===== config.mk =====
export PLATFORM = sky130hd
export DESIGN_NAME = led_panel_selector_controller_core
export DESIGN_NICKNAME = d
export VERILOG_FILES = /design/src/design/lpsc_pkg.sv /design/src/design/lpsc_debounce.sv /design/src/design/lpsc_select.sv /design/src/design/lpsc_timer.sv /design/src/design/led_panel_selector_controller_core.sv
export VERILOG_INCLUDE_DIRS = /design/src /design/src/design
export SDC_FILE = /design/constraint.sdc
export NUM_CORES = 1
export LEC_CHECK = 0
export BUFFER_PORTS_ARGS = -buffer_cell sky130_fd_sc_hd__buf_2
export CAP_MARGIN = 10
export CELL_PAD_IN_SITES_DETAIL_PLACEMENT = 2
export CELL_PAD_IN_SITES_GLOBAL_PLACEMENT = 2
export CORE_MARGIN = 2
export CORE_UTILIZATION = 42
export CTS_CLUSTER_DIAMETER = 200
export CTS_CLUSTER_SIZE = 20
export DETAILED_ROUTE_END_ITERATION = 10
export PLACE_DENSITY = 0.95
export SLEW_MARGIN = 20
export SYNTH_ARGS = -nofsm -noshare
export SYNTH_HDL_FRONTEND = slang
export SYNTH_SLANG_ARGS = --single-unit

===== constraint.sdc =====
create_clock -name i_clk -period 25.2 [get_ports i_clk]
set_input_delay 2.52 -clock i_clk [delete_from_list [all_inputs] [get_ports i_clk]]
set_output_delay 2.52 -clock i_clk [all_outputs]
set_load 0.02 [all_outputs]

===== src/design/led_panel_selector_controller_core_defines.svh =====
// ----------------------------------------------------------------------------
// LED panel selector controller - assertion macros
// Concurrent check macros used by the core; empty for synthesis.
// ----------------------------------------------------------------------------
`ifndef LED_PANEL_SELECTOR_CONTROLLER_CORE_DEFINES_SVH
`define LED_PANEL_SELECTOR_CONTROLLER_CORE_DEFINES_SVH

`ifndef SYNTHESIS
`define LPSC_ASSERT_IMP(label, clk, rst_n, ante, cons) \
    label: assert property (@(posedge clk) disable iff (!rst_n) (ante) |-> (cons)) \
        else $error("lpsc check failed");
`define LPSC_ASSERT_NXT(label, clk, rst_n, ante, cons) \
    label: assert property (@(posedge clk) disable iff (!rst_n) (ante) |=> (cons)) \
        else $error("lpsc check failed");
`else
`define LPSC_ASSERT_IMP(label, clk, rst_n, ante, cons)
`define LPSC_ASSERT_NXT(label, clk, rst_n, ante, cons)
`endif

`endif


===== src/design/lpsc_pkg.sv =====
// ----------------------------------------------------------------------------
// lpsc_pkg
// Shared types, widths, codes and tables of the LED panel selector controller.
// ----------------------------------------------------------------------------
`default_nettype none

package lpsc_pkg;

    localparam int DEB_W     = 8;
    localparam int POT_W     = 10;
    localparam int SCALE_W   = 8;
    localparam int BASE_W    = 14;
    localparam int FLASH_IW  = 14;
    localparam int PROD_W    = 16;
    localparam int BLINK_IW  = 17;
    localparam int CFG_W     = 14;
    localparam int SEL_W     = 3;
    localparam int NUM_LEDS  = 4;

    typedef enum logic [1:0] {
        CFG_DEBOUNCE  = 2'd0,
        CFG_BASE      = 2'd1,
        CFG_POT_SCALE = 2'd2,
        CFG_RGB_BLINK = 2'd3
    } t_cfg_idx;

    localparam logic [DEB_W-1:0]    DEBOUNCE_RST  = 8'd25;
    localparam logic [BASE_W-1:0]   BASE_RST      = 14'd250;
    localparam logic [SCALE_W-1:0]  SCALE_RST     = 8'd10;
    localparam logic [FLASH_IW-1:0] RGB_BLINK_RST = 14'd250;

    localparam logic [SEL_W-1:0] SEL_RED  = 3'd0;
    localparam logic [SEL_W-1:0] SEL_GRN  = 3'd1;
    localparam logic [SEL_W-1:0] SEL_BLU  = 3'd2;
    localparam logic [SEL_W-1:0] SEL_WHT  = 3'd3;
    localparam logic [SEL_W-1:0] SEL_NONE = 3'd4;

    localparam logic signed [3:0] DETENT_POS = 4'sd4;
    localparam logic signed [3:0] DETENT_NEG = -4'sd4;

    localparam logic signed [1:0] QUAD_STEP [16] = '{
        2'sd0,  -2'sd1, 2'sd1,  2'sd0,
        2'sd1,  2'sd0,  2'sd0,  -2'sd1,
        -2'sd1, 2'sd0,  2'sd0,  2'sd1,
        2'sd0,  2'sd1,  -2'sd1, 2'sd0
    };

    typedef struct packed {
        logic up;
        logic dn;
    } t_detent;

    typedef struct packed {
        logic en;
        logic restart;
    } t_tmr_ctl;

    function automatic logic [2:0] rgb_of_sel(input logic [SEL_W-1:0] sel);
        logic [2:0] rgb;
        case (sel)
            SEL_RED: rgb = 3'b100;
            SEL_GRN: rgb = 3'b010;
            SEL_BLU: rgb = 3'b001;
            SEL_WHT: rgb = 3'b111;
            default: rgb = 3'b000;
        endcase
        return rgb;
    endfunction

endpackage

`default_nettype wire


===== src/design/lpsc_debounce.sv =====
// ----------------------------------------------------------------------------
// lpsc_debounce
// One button debouncer; flags a press when the settled level turns to 1.
// ----------------------------------------------------------------------------
`default_nettype none

module lpsc_debounce #(
    parameter int TIME_BITS = 32
) (
    input  wire logic                        i_clk,
    input  wire logic                        i_rst_n,
    input  wire logic                        i_step,
    input  wire logic                        i_level,
    input  wire logic [TIME_BITS-1:0]        i_now,
    input  wire logic [lpsc_pkg::DEB_W-1:0]  i_debounce_ms,
    output logic                             o_press
);
    import lpsc_pkg::*;

    localparam int CW = (TIME_BITS > DEB_W) ? TIME_BITS : DEB_W;

    logic                 r_raw, n_raw;
    logic                 r_stable, n_stable;
    logic [TIME_BITS-1:0] r_changed_at, n_changed_at;
    logic [TIME_BITS-1:0] elapsed;

    always_comb begin
        n_raw        = r_raw;
        n_changed_at = r_changed_at;
        if (i_level != r_raw) begin
            n_raw        = i_level;
            n_changed_at = i_now;
        end
        elapsed  = i_now - n_changed_at;
        n_stable = r_stable;
        o_press  = 1'b0;
        if ((CW'(elapsed) >= CW'(i_debounce_ms)) && (r_stable != n_raw)) begin
            n_stable = n_raw;
            o_press  = n_raw;
        end
    end

    always_ff @(posedge i_clk) begin
        if (!i_rst_n) begin
            r_raw        <= 1'b0;
            r_stable     <= 1'b0;
            r_changed_at <= '0;
        end else if (i_step) begin
            r_raw        <= n_raw;
            r_stable     <= n_stable;
            r_changed_at <= n_changed_at;
        end
    end

endmodule

`default_nettype wire


===== src/design/lpsc_select.sv =====
// ----------------------------------------------------------------------------
// lpsc_select
// Quadrature quarter-step decoder and five-way selection stepper.
// ----------------------------------------------------------------------------
`default_nettype none

module lpsc_select (
    input  wire logic                        i_clk,
    input  wire logic                        i_rst_n,
    input  wire logic                        i_step,
    input  wire logic                        i_en,
    input  wire logic                        i_quad_a,
    input  wire logic                        i_quad_b,
    output logic [lpsc_pkg::SEL_W-1:0]       o_sel
);
    import lpsc_pkg::*;

    logic [1:0]        r_prev, n_prev;
    logic signed [3:0] r_accum, n_accum;
    logic [SEL_W-1:0]  r_sel;
    logic [1:0]        cur;
    logic signed [1:0] qstep;
    logic signed [3:0] acc;
    t_detent           det;

    always_comb begin
        cur     = {i_quad_a, i_quad_b};
        qstep   = QUAD_STEP[{r_prev, cur}];
        acc     = r_accum + {{2{qstep[1]}}, qstep};
        n_prev  = r_prev;
        n_accum = r_accum;
        det     = '0;
        if (i_en) begin
            n_prev = cur;
            if (acc == DETENT_POS) begin
                n_accum = '0;
                det.up  = 1'b1;
            end else if (acc == DETENT_NEG) begin
                n_accum = '0;
                det.dn  = 1'b1;
            end else begin
                n_accum = acc;
            end
        end
        o_sel = r_sel;
        if (det.up) begin
            o_sel = (r_sel >= SEL_NONE) ? SEL_RED : r_sel + 3'd1;
        end else if (det.dn) begin
            o_sel = (r_sel == SEL_RED || r_sel > SEL_NONE) ? SEL_NONE : r_sel - 3'd1;
        end
    end

    always_ff @(posedge i_clk) begin
        if (!i_rst_n) begin
            r_prev  <= '0;
            r_accum <= '0;
            r_sel   <= SEL_NONE;
        end else if (i_step) begin
            r_prev  <= n_prev;
            r_accum <= n_accum;
            r_sel   <= o_sel;
        end
    end

endmodule

`default_nettype wire


===== src/design/lpsc_timer.sv =====
// ----------------------------------------------------------------------------
// lpsc_timer
// Half-period phase timer on the wrapping millisecond count.
// ----------------------------------------------------------------------------
`default_nettype none

module lpsc_timer #(
    parameter int TIME_BITS = 32,
    parameter int IW        = 17
) (
    input  wire logic                  i_clk,
    input  wire logic                  i_rst_n,
    input  wire logic                  i_step,
    input  wire lpsc_pkg::t_tmr_ctl    i_ctl,
    input  wire logic [TIME_BITS-1:0]  i_now,
    input  wire logic [IW-1:0]         i_interval,
    output logic                       o_phase
);
    import lpsc_pkg::*;

    localparam int CW = (TIME_BITS > IW) ? TIME_BITS : IW;

    logic [TIME_BITS-1:0] r_stamp, n_stamp;
    logic                 r_phase;
    logic                 phase_base;
    logic [TIME_BITS-1:0] elapsed;

    always_comb begin
        n_stamp    = i_ctl.restart ? i_now : r_stamp;
        phase_base = i_ctl.restart ? 1'b0 : r_phase;
        elapsed    = i_now - n_stamp;
        o_phase    = phase_base;
        if (i_ctl.en && (CW'(elapsed) >= CW'(i_interval))) begin
            n_stamp = i_now;
            o_phase = ~phase_base;
        end
    end

    always_ff @(posedge i_clk) begin
        if (!i_rst_n) begin
            r_stamp <= '0;
            r_phase <= 1'b0;
        end else if (i_step) begin
            r_stamp <= n_stamp;
            r_phase <= o_phase;
        end
    end

endmodule

`default_nettype wire


===== src/design/led_panel_selector_controller_core.sv =====
// A request accepted into the input stage moves to the result stage once the output
// can load (two registers: input stage, result stage). Throughput: one request per
// cycle unless the output stalls, set by the single combinational pass between them.
// Reset (synchronous, active low) clears all timers, debouncers and the decoder,
// selects none, leaves edit mode off and loads the default configuration.
// ----------------------------------------------------------------------------
// led_panel_selector_controller_core
// Button debounce, encoder selection and LED blink/hold control, one sample
// per request.
// ----------------------------------------------------------------------------
`default_nettype none

`include "led_panel_selector_controller_core_defines.svh"

module led_panel_selector_controller_core #(
    parameter int TIME_BITS = 32
) (
    input  wire logic                          i_clk,
    input  wire logic                          i_rst_n,
    input  wire logic                          i_cfg_we,
    input  wire lpsc_pkg::t_cfg_idx            i_cfg_index,
    input  wire logic [lpsc_pkg::CFG_W-1:0]    i_cfg_data,
    input  wire logic                          i_in_valid,
    output logic                               o_in_stall,
    input  wire logic                          i_ms_tick,
    input  wire logic                          i_toggle_pressed,
    input  wire logic                          i_blink_pressed,
    input  wire logic                          i_knob_pressed,
    input  wire logic                          i_quad_a,
    input  wire logic                          i_quad_b,
    input  wire logic [lpsc_pkg::POT_W-1:0]    i_pot_value,
    output logic                               o_out_valid,
    input  wire logic                          i_out_stall,
    output logic [lpsc_pkg::NUM_LEDS-1:0]      o_led_bits,
    output logic [2:0]                         o_rgb_bits,
    output logic [lpsc_pkg::SEL_W-1:0]         o_selection,
    output logic                               o_active
);
    import lpsc_pkg::*;

    logic [DEB_W-1:0]    r_debounce_ms;
    logic [BASE_W-1:0]   r_base_ms;
    logic [SCALE_W-1:0]  r_pot_scale;
    logic [FLASH_IW-1:0] r_rgb_ms;

    logic                r_in_valid;
    logic                r_tick, r_toggle, r_blink, r_knob, r_qa, r_qb;
    logic [BLINK_IW-1:0] r_interval;
    logic [PROD_W-1:0]   pot_prod;
    logic                accept, out_load, step;

    logic [TIME_BITS-1:0] r_ms, now;
    logic                 r_edit, n_edit;
    logic [NUM_LEDS-1:0]  r_hold_mode, n_hold_mode;
    logic [NUM_LEDS-1:0]  r_hold_level, n_hold_level;
    logic                 p_toggle, p_blink, p_knob;
    logic [SEL_W-1:0]     sel;
    logic                 sel_valid;
    logic                 blink_phase, flash_phase;
    t_tmr_ctl             blink_ctl, flash_ctl;
    logic [NUM_LEDS-1:0]  n_leds;
    logic [2:0]           n_rgb;

    always_ff @(posedge i_clk) begin
        if (!i_rst_n) begin
            r_debounce_ms <= DEBOUNCE_RST;
            r_base_ms     <= BASE_RST;
            r_pot_scale   <= SCALE_RST;
            r_rgb_ms      <= RGB_BLINK_RST;
        end else if (i_cfg_we) begin
            unique case (i_cfg_index)
                CFG_DEBOUNCE:  r_debounce_ms <= i_cfg_data[DEB_W-1:0];
                CFG_BASE:      r_base_ms     <= i_cfg_data[BASE_W-1:0];
                CFG_POT_SCALE: r_pot_scale   <= i_cfg_data[SCALE_W-1:0];
                CFG_RGB_BLINK: r_rgb_ms      <= i_cfg_data[FLASH_IW-1:0];
                default:       r_debounce_ms <= r_debounce_ms;
            endcase
        end
    end

    assign out_load   = !o_out_valid || !i_out_stall;
    assign step       = r_in_valid && out_load;
    assign o_in_stall = r_in_valid && !out_load;
    assign accept     = i_in_valid && !o_in_stall;
    assign pot_prod   = i_pot_value[POT_W-1:2] * r_pot_scale;

    // input stage: register the sample and the blink half period
    always_ff @(posedge i_clk) begin
        if (!i_rst_n) begin
            r_in_valid <= 1'b0;
        end else if (accept) begin
            r_in_valid <= 1'b1;
        end else if (step) begin
            r_in_valid <= 1'b0;
        end
    end

    always_ff @(posedge i_clk) begin
        if (accept) begin
            r_tick     <= i_ms_tick;
            r_toggle   <= i_toggle_pressed;
            r_blink    <= i_blink_pressed;
            r_knob     <= i_knob_pressed;
            r_qa       <= i_quad_a;
            r_qb       <= i_quad_b;
            r_interval <= BLINK_IW'(r_base_ms) + BLINK_IW'(pot_prod);
        end
    end

    assign now = r_ms + TIME_BITS'(r_tick);

    lpsc_debounce #(.TIME_BITS(TIME_BITS)) u_deb_toggle (
        .i_clk, .i_rst_n, .i_step(step), .i_level(r_toggle), .i_now(now),
        .i_debounce_ms(r_debounce_ms), .o_press(p_toggle)
    );

    lpsc_debounce #(.TIME_BITS(TIME_BITS)) u_deb_blink (
        .i_clk, .i_rst_n, .i_step(step), .i_level(r_blink), .i_now(now),
        .i_debounce_ms(r_debounce_ms), .o_press(p_blink)
    );

    lpsc_debounce #(.TIME_BITS(TIME_BITS)) u_deb_knob (
        .i_clk, .i_rst_n, .i_step(step), .i_level(r_knob), .i_now(now),
        .i_debounce_ms(r_debounce_ms), .o_press(p_knob)
    );

    lpsc_select u_select (
        .i_clk, .i_rst_n, .i_step(step), .i_en(!r_edit),
        .i_quad_a(r_qa), .i_quad_b(r_qb), .o_sel(sel)
    );

    assign sel_valid = sel < SEL_NONE;

    always_comb begin
        n_edit       = r_edit ^ p_knob;
        n_hold_mode  = r_hold_mode;
        n_hold_level = r_hold_level;
        if (p_toggle && n_edit && sel_valid) begin
            n_hold_mode[sel[1:0]]  = 1'b1;
            n_hold_level[sel[1:0]] = ~r_hold_level[sel[1:0]];
        end
        if (p_blink && n_edit && sel_valid) begin
            n_hold_mode[sel[1:0]] = 1'b0;
        end
    end

    assign blink_ctl = '{en: 1'b1, restart: 1'b0};
    assign flash_ctl = '{en: n_edit && sel_valid, restart: p_knob};

    lpsc_timer #(.TIME_BITS(TIME_BITS), .IW(BLINK_IW)) u_blink_tmr (
        .i_clk, .i_rst_n, .i_step(step), .i_ctl(blink_ctl), .i_now(now),
        .i_interval(r_interval), .o_phase(blink_phase)
    );

    lpsc_timer #(.TIME_BITS(TIME_BITS), .IW(FLASH_IW)) u_flash_tmr (
        .i_clk, .i_rst_n, .i_step(step), .i_ctl(flash_ctl), .i_now(now),
        .i_interval(r_rgb_ms), .o_phase(flash_phase)
    );

    always_comb begin
        for (int i = 0; i < NUM_LEDS; i++) begin
            n_leds[i] = n_hold_mode[i] ? n_hold_level[i] : blink_phase;
        end
        if (n_edit && sel_valid) begin
            n_rgb = flash_phase ? rgb_of_sel(sel) : 3'b000;
        end else begin
            n_rgb = rgb_of_sel(sel);
        end
    end

    always_ff @(posedge i_clk) begin
        if (!i_rst_n) begin
            r_ms         <= '0;
            r_edit       <= 1'b0;
            r_hold_mode  <= '0;
            r_hold_level <= '0;
        end else if (step) begin
            r_ms         <= now;
            r_edit       <= n_edit;
            r_hold_mode  <= n_hold_mode;
            r_hold_level <= n_hold_level;
        end
    end

    // result stage
    always_ff @(posedge i_clk) begin
        if (!i_rst_n) begin
            o_out_valid <= 1'b0;
        end else if (out_load) begin
            o_out_valid <= r_in_valid;
        end
    end

    always_ff @(posedge i_clk) begin
        if (step) begin
            o_led_bits  <= n_leds;
            o_rgb_bits  <= n_rgb;
            o_selection <= sel;
            o_active    <= n_edit;
        end
    end

    `LPSC_ASSERT_IMP(a_stall_only_when_full, i_clk, i_rst_n, o_in_stall, o_out_valid && i_out_stall)
    `LPSC_ASSERT_IMP(a_sel_range, i_clk, i_rst_n, o_out_valid, o_selection <= SEL_NONE)
    `LPSC_ASSERT_IMP(a_rgb_dark_on_none, i_clk, i_rst_n, o_out_valid && o_selection == SEL_NONE, o_rgb_bits == 3'b000)
    `LPSC_ASSERT_NXT(a_step_fills_output, i_clk, i_rst_n, step, o_out_valid)

endmodule

`default_nettype wire

==> reports/metrics.cfg, run 1 <==
[die]
die_w_um = 263
initial_core_util = 0.426
core-area_um2 = 66100
io_pins = 50
die_area_um2 = 69200
rows = 94
die_h_um = 263

[cells_and_area]
finalNonFillerCells = 4497
seq_area_um2 = 6310
drive_above_1_share = 0.0614
syn_to_final_growth_pct = 5.55
final_area_um2 = 29800
multi_input_area_um2 = 20100
fin_nets = 3889
num-fill-cells = 7464

[routing]
drt_first_iter_violations = 3823
ant_nets = 0
avgViaCountPerCell = 7.21
vias = 32400
drc_errors = 0
routed_wl_um = 154000
first_pass_iters = 5
top_layer = met5
wire_per_inst_um = 34.3
wl_met2_um = 71700
wl_met3_um = 14600
wl_met1_um = 52800

[yosys]
yosysSeqAreaShare = 0.224
synth_cell_type_count = 108
ys.flop_type = dfxtp_1
synthCells = 3717
synth_nets = 3984
syn-cell-area_um2 = 28200
synth_edf_count = 34
synth_seq_cells = 298
synth.avg_cell_area_um2 = 7.58
synth_warnings = 0
ys_async_sr_fraction = 0

[place]
hpwl_um = 102000
dp_slack_ns = 9.73
place.port_buffers = 47
placedInstanceArea_um2 = 29200
place_inst = 4463
gp_congestion = 0.898

[status]
outcome = finished, violations left
violations = max-capacitance violations, max-slew violations

[setup_path]
cp_top_family = simple AND/OR/NAND/NOR gates
setup.worst_path.end_class = register
required_ns = 25.69
cp-start-kind = register
path_class = register to register
worst-path-buf-inv = 4
cpMaxStageDelayCell = dfxtp_1
cp_data_arrival_time_ns = 17.12
cp_max_fo = 43
cpMostUsedCell = a21oi_1
slowest_delay_ns = 0.94

[clocking]
clkSinkCount = 298
hold_buffers = 0
htreeDepth = 1
cts_buffers = 18
clockBufferDepth = 3
cts_root_buffer = clkbuf_16
post_cts.repair.setup_buffers = 0
cts_tree = done
cts_resized = 0
clk_pin_slew_ns = 0.10
clk_latency_ns = 0.60

[global_routing]
antenna_found_initial = 14
gr-total-overflow = 0
grt_max_degree = 89
grt_pass1_wl_um = 221000
track_usage = 0.407
grt_pass1_vias = 35400

[sta]
grt_setup_unrepaired = no
fin_ws_ns = 8.57
worst_pin_slew_ns = 1.69
skew_ns = 0.0331
setup_viol = 0
tns_ns = 0
hold_ws_ns = 0.472
slew_violations = 5
fmax_ghz = 0.0601
fin_crit_ns = 16.63
finalHoldViolCount = 0
period_share = 0.660
relSlewSlack = -0.126

[hold_path]
hold_path.class = register to register

[flow_run]
drv_cap = 1

[power_and_ir_drop]
power_density_nw_per_um2 = 51.8
ir_worst_vdd_v = 0.0000428
p_leak_nw = 11.6

==> path summary, 6_finish.rpt <==
path	from	slack (ns)	depth (start not counted)	endpoint
max reg2reg	r_ms[4]	8.57	45	u_flash_tmr.r_stamp[9]
max	r_ms[4]	8.57	45	u_flash_tmr.r_stamp[9]
min reg2reg	u_flash_tmr.r_stamp[29]	0.47	2	u_flash_tmr.r_stamp[29]
min	u_flash_tmr.r_stamp[29]	0.47	2	u_flash_tmr.r_stamp[29]
==> synthesized netlist by cell type, drive strengths merged, types with 13 or more instances <==
master / count / area [um2]
xor2: 49 / 429
nand4: 39 / 250
edfxtp: 34 / 1020
a211oi: 129 / 973
mux2: 13 / 146
nor2: 396 / 1490
and3: 28 / 180
nand2b: 45 / 282
nor2b: 31 / 194
clkbuf: 182 / 684
a2111oi: 19 / 204
nand3: 63 / 330
o2111ai: 16 / 140
or3: 34 / 213
o21bai: 19 / 143
xnor2: 169 / 1480
o211ai: 49 / 368
dfxtp: 264 / 5290
nor4: 27 / 248
fa: 56 / 1120
o31ai: 29 / 231
or2: 13 / 81.3
inv: 246 / 926
a22oi: 14 / 105
o22ai: 23 / 144
ha: 174 / 2180
a21o: 55 / 413
nor3: 92 / 460
and2: 59 / 369
o21a: 18 / 135
a31oi: 45 / 282
o21ai: 165 / 830
maj3: 30 / 300
buf: 44 / 223
nand2: 416 / 1560
or4: 15 / 116
mux2i: 82 / 821
a21oi: 292 / 1460
o221ai: 14 / 123
a221oi: 14 / 135
==> report_power, final <==
| group | leakage, nW | switching [mW] | internal, mW |
|---|---|---|---|
| Clock | 0.250 | 0.210 | 0.143 |
| Combinational | 8.91 | 0.431 | 0.216 |
| Sequential | 2.47 | 0.0309 | 0.510 |
| Total | 11.6 | 0.672 | 0.869 |
==> state kept, by name, indices dropped and copies added, names as in the netlist, 8 cells and up <==
name / cells
u_deb_knob.r_changed_at: 32
u_blink_tmr.r_stamp: 32
r_pot_scale: 8
r_base_ms: 14
u_deb_toggle.r_changed_at: 32
r_interval: 17
r_debounce_ms: 8
u_flash_tmr.r_stamp: 32
u_deb_blink.r_changed_at: 32
r_rgb_ms: 14
r_ms: 32
==> kinds of logic after synthesis <==
| kind of cell | synth area share |
|---|---|
| simple gates | 0.221 |
| buf+inv | 0.0657 |
| compound gates | 0.250 |
| fa+ha+maj | 0.128 |
| xor+xnor | 0.0765 |
| flops | 0.224 |
| mux | 0.0359 |
==> metal layers <==
layer	GRT usage	vias up
met3	0.0897	1057
met2	0.701	2287
met5	0	-
met1	0.432	16000
met4	0.315	20
li1	-	13100
==> metrics by stage <==
step / utilization / power (mW)
after detailed placement: 0.441 / 1.11
after CTS: 0.449 / 1.48
after global placement: 0.441 / 1.03
final: 0.450 / 1.54
after floorplan: - / 0.910
after global routing: 0.450 / 1.58
==> placed cells by master, fill, tap and decap left out, types with 45 or more instances in the layout <==
cell type | netlist | layout
fa_1 | 56 | 56
inv_1 | 243 | 241
nor3_1 | 92 | 92
nor2_1 | 394 | 391
a21oi_1 | 292 | 292
a21o_1 | 55 | 55
xnor2_1 | 169 | 166
ha_1 | 174 | 172
nand3_1 | 60 | 60
a31oi_1 | 45 | 45
and2_1 | 58 | 58
mux2i_1 | 82 | 82
buf_2 | 19 | 46
xor2_1 | 49 | 49
nand2_1 | 416 | 414
dfxtp_1 | 264 | 264
buf_4 | 3 | 61
o211ai_1 | 49 | 49
o21ai_0 | 160 | 160
a211oi_1 | 128 | 128
==> tightest hold or removal path: stages (launching register included) <==
cell and delay (ns):
dfxtp_1 0.33, nand2_1 0.05, mux2i_1 0.05
==> layout make-up <==
cell class              instances  share of cell area
diodes                          4            0.000336
clock buffers                  27              0.0173
inverters                     251              0.0319
multi-input cells            2942               0.676
flip-flops and latches        298               0.212
well taps                     864              0.0363
repair buffers                111              0.0258
Note: power is estimated with default switching activity, not from simulation.
==> run 2, diff against run 1 <==
- CORE_UTILIZATION: 42 -> 39
- PLACE_DENSITY: 0.95 -> 0.91
- clock period: 25.2 -> 17.3 ns (I/O delays scaled with it)
==> reports/metrics.cfg, run 2 (synthesis gave the netlist of run 1 again) <==
[sta]
fmax_ghz = 0.0639  ; +6.3%
slew_violations = 0  ; -5
skew_ns = 0.0198  ; -0.0133 ns
finalHoldViolCount = 0  ; unchanged
relSlewSlack = 0.166  ; +0.292
worst_pin_slew_ns = 1.25  ; -0.438 ns
fin_crit_ns = 15.64  ; -0.992 ns
grt_setup_unrepaired = no
setup_viol = 0  ; unchanged
tns_ns = 0  ; unchanged
period_share = 0.904  ; +0.244

[die]
io_pins = 50  ; unchanged
rows = 98  ; +4.3%
initial_core_util = 0.394  ; -0.0321
die_w_um = 273  ; +3.7%
core-area_um2 = 71500  ; +8.2%
die_h_um = 273  ; +3.7%
die_area_um2 = 74400  ; +7.6%

[setup_path]
reg2reg_to = o_rgb_bits[2]
cp_data_arrival_time_ns = 16.02  ; -1.10 ns
cpMaxStageDelayCell = or4_1
setup.worst_path.end_class = register
cp_max_fo = 35  ; -19%
rrSetupSlack_ns = 1.66  ; -6.91 ns
path_class = register to register
required_ns = 17.68  ; -8.01 ns
slowest_delay_ns = 0.95  ; about the same
r2r-start = r_ms[0]
cp-start-kind = register
rr_worst_depth = 42  ; -6.7%

[global_routing]
grt_pass1_vias = 32000  ; -9.7%
grt_pass1_wl_um = 190000  ; -14%
antenna_found_initial = 0  ; -14
track_usage = 0.320  ; -0.0866
gr-total-overflow = 0  ; unchanged
grt_max_degree = 137  ; +54%

[cells_and_area]
antenna-diode-count = 0  ; -4
mostFrequentLayoutCell = nand2_1
drive_above_1_share = 0.0599  ; -0.00152
num-fill-cells = 8203  ; +9.9%
fin_nets = 3882  ; -0.18%
layout_common_cells = nand2_1, nor2_1, a21oi_1, dfxtp_1, inv_1
syn_to_final_growth_pct = 5.67

[clocking]
clockBufferDepth = 3  ; unchanged
htreeDepth = 1  ; unchanged
cts_buffers = 18  ; unchanged
hold_buffers = 0  ; unchanged
post_cts.repair.setup_buffers = 0  ; unchanged
clk_latency_ns = 0.57  ; -0.03 ns
cts_tree = done
cts_resized = 0  ; unchanged
clk_pin_slew_ns = 0.10  ; about the same
cts_root_buffer = clkbuf_16
clkSinkCount = 298  ; unchanged

[place]
place.port_buffers = 47  ; unchanged
gp_congestion = 0.887  ; -1.2%
hpwl_um = 90300  ; -11%

[hold_path]
holdPathEnd = u_deb_toggle.r_changed_at[1]
min_delay_path_depth = 2  ; unchanged
hold_path.class = register to register
hold_start = u_deb_toggle.r_changed_at[1]

[power_and_ir_drop]
p_leak_nw = 11.6  ; -0.35%
ir_worst_vdd_v = 0.0000483  ; +13%
power_mw = 2.11  ; +37%
power_density_nw_per_um2 = 70.9  ; +37%

[routing]
drc_errors = 0  ; unchanged
ant_nets = 0  ; unchanged
vias = 29600  ; -8.8%
drt_first_iter_violations = 2223  ; -42%
routed_wl_um = 124000  ; -19%
avgViaCountPerCell = 6.47  ; -10%
first_pass_iters = 5  ; unchanged
wire_per_inst_um = 27.2  ; -21%

[status]
outcome = completed

[flow_run]
drv_cap = 0  ; -1

## run 2: worst max path at each step
stage / start / end / slack [ns] / cells past startpoint
2_1_floorplan: r_knob / o_rgb_bits[2] / 5.30 / 56
3_3_place_gp: r_tick / o_rgb_bits[2] / 3.07 / 45
3_5_place_dp: r_ms[0] / o_rgb_bits[2] / 2.17 / 45
4_1_cts: r_ms[0] / o_rgb_bits[2] / 1.92 / 42
5_1_grt: r_ms[0] / o_rgb_bits[2] / 1.26 / 42
6_report: r_ms[0] / o_rgb_bits[2] / 1.66 / 42
## run 2: per-stage QoR
| stage | util | worst slack [ns] | cells | hold WS [ns] | cell area, um2 |
|---|---|---|---|---|---|
| floorplan | - | 5.30 | 3717 | 0.434 | 28200 |
| global placement | 0.409 | 3.07 | 4542 | 0.441 | 29200 |
| detailed placement | 0.409 | 2.17 | 4542 | 0.450 | 29200 |
| CTS | 0.416 | 1.92 | 4568 | 0.465 | 29700 |
| global route | 0.417 | 1.26 | 4571 | 0.484 | 29800 |
| finish | 0.417 | 1.66 | 4571 | 0.463 | 29800 |
## run 2: per-layer routing
metal  vias up  global-route usage  part of all wire
li1      13100                   -                 -
met1     15000               0.386              0.41
met2      1082               0.563              0.49
met3       359              0.0380             0.051
met4         0               0.155             0.052
met5         -                   0                 0
## run 2: cell type report
| type | instances | area, um2 | area share |
|---|---|---|---|
| clock buffer | 26 | 512 | 0.0172 |
| sequential | 298 | 6310 | 0.212 |
| tap | 950 | 1190 | 0.0399 |
| inverter | 251 | 952 | 0.0320 |
| timing repair buffer | 104 | 703 | 0.0236 |
| multi-input combinational | 2942 | 20100 | 0.676 |
## run 2: critical path: cells and delay by family (launching register included)
kind | cells | cell delay (ns)
and+or+nand+nor | 17 | 6.84
muxes | 2 | 0.70
AOI/OAI and AO/OA | 15 | 4.21
adders and majority gates | 4 | 1.57
DFF | 1 | 0.42
buffers and inverters | 2 | 0.59
xor gates and xnor gates | 2 | 1.03
## run 2: report_power, final
group | switching (mW) | internal, mW
registers | 0.0377 | 0.743
clock network | 0.289 | 0.207
logic | 0.525 | 0.309
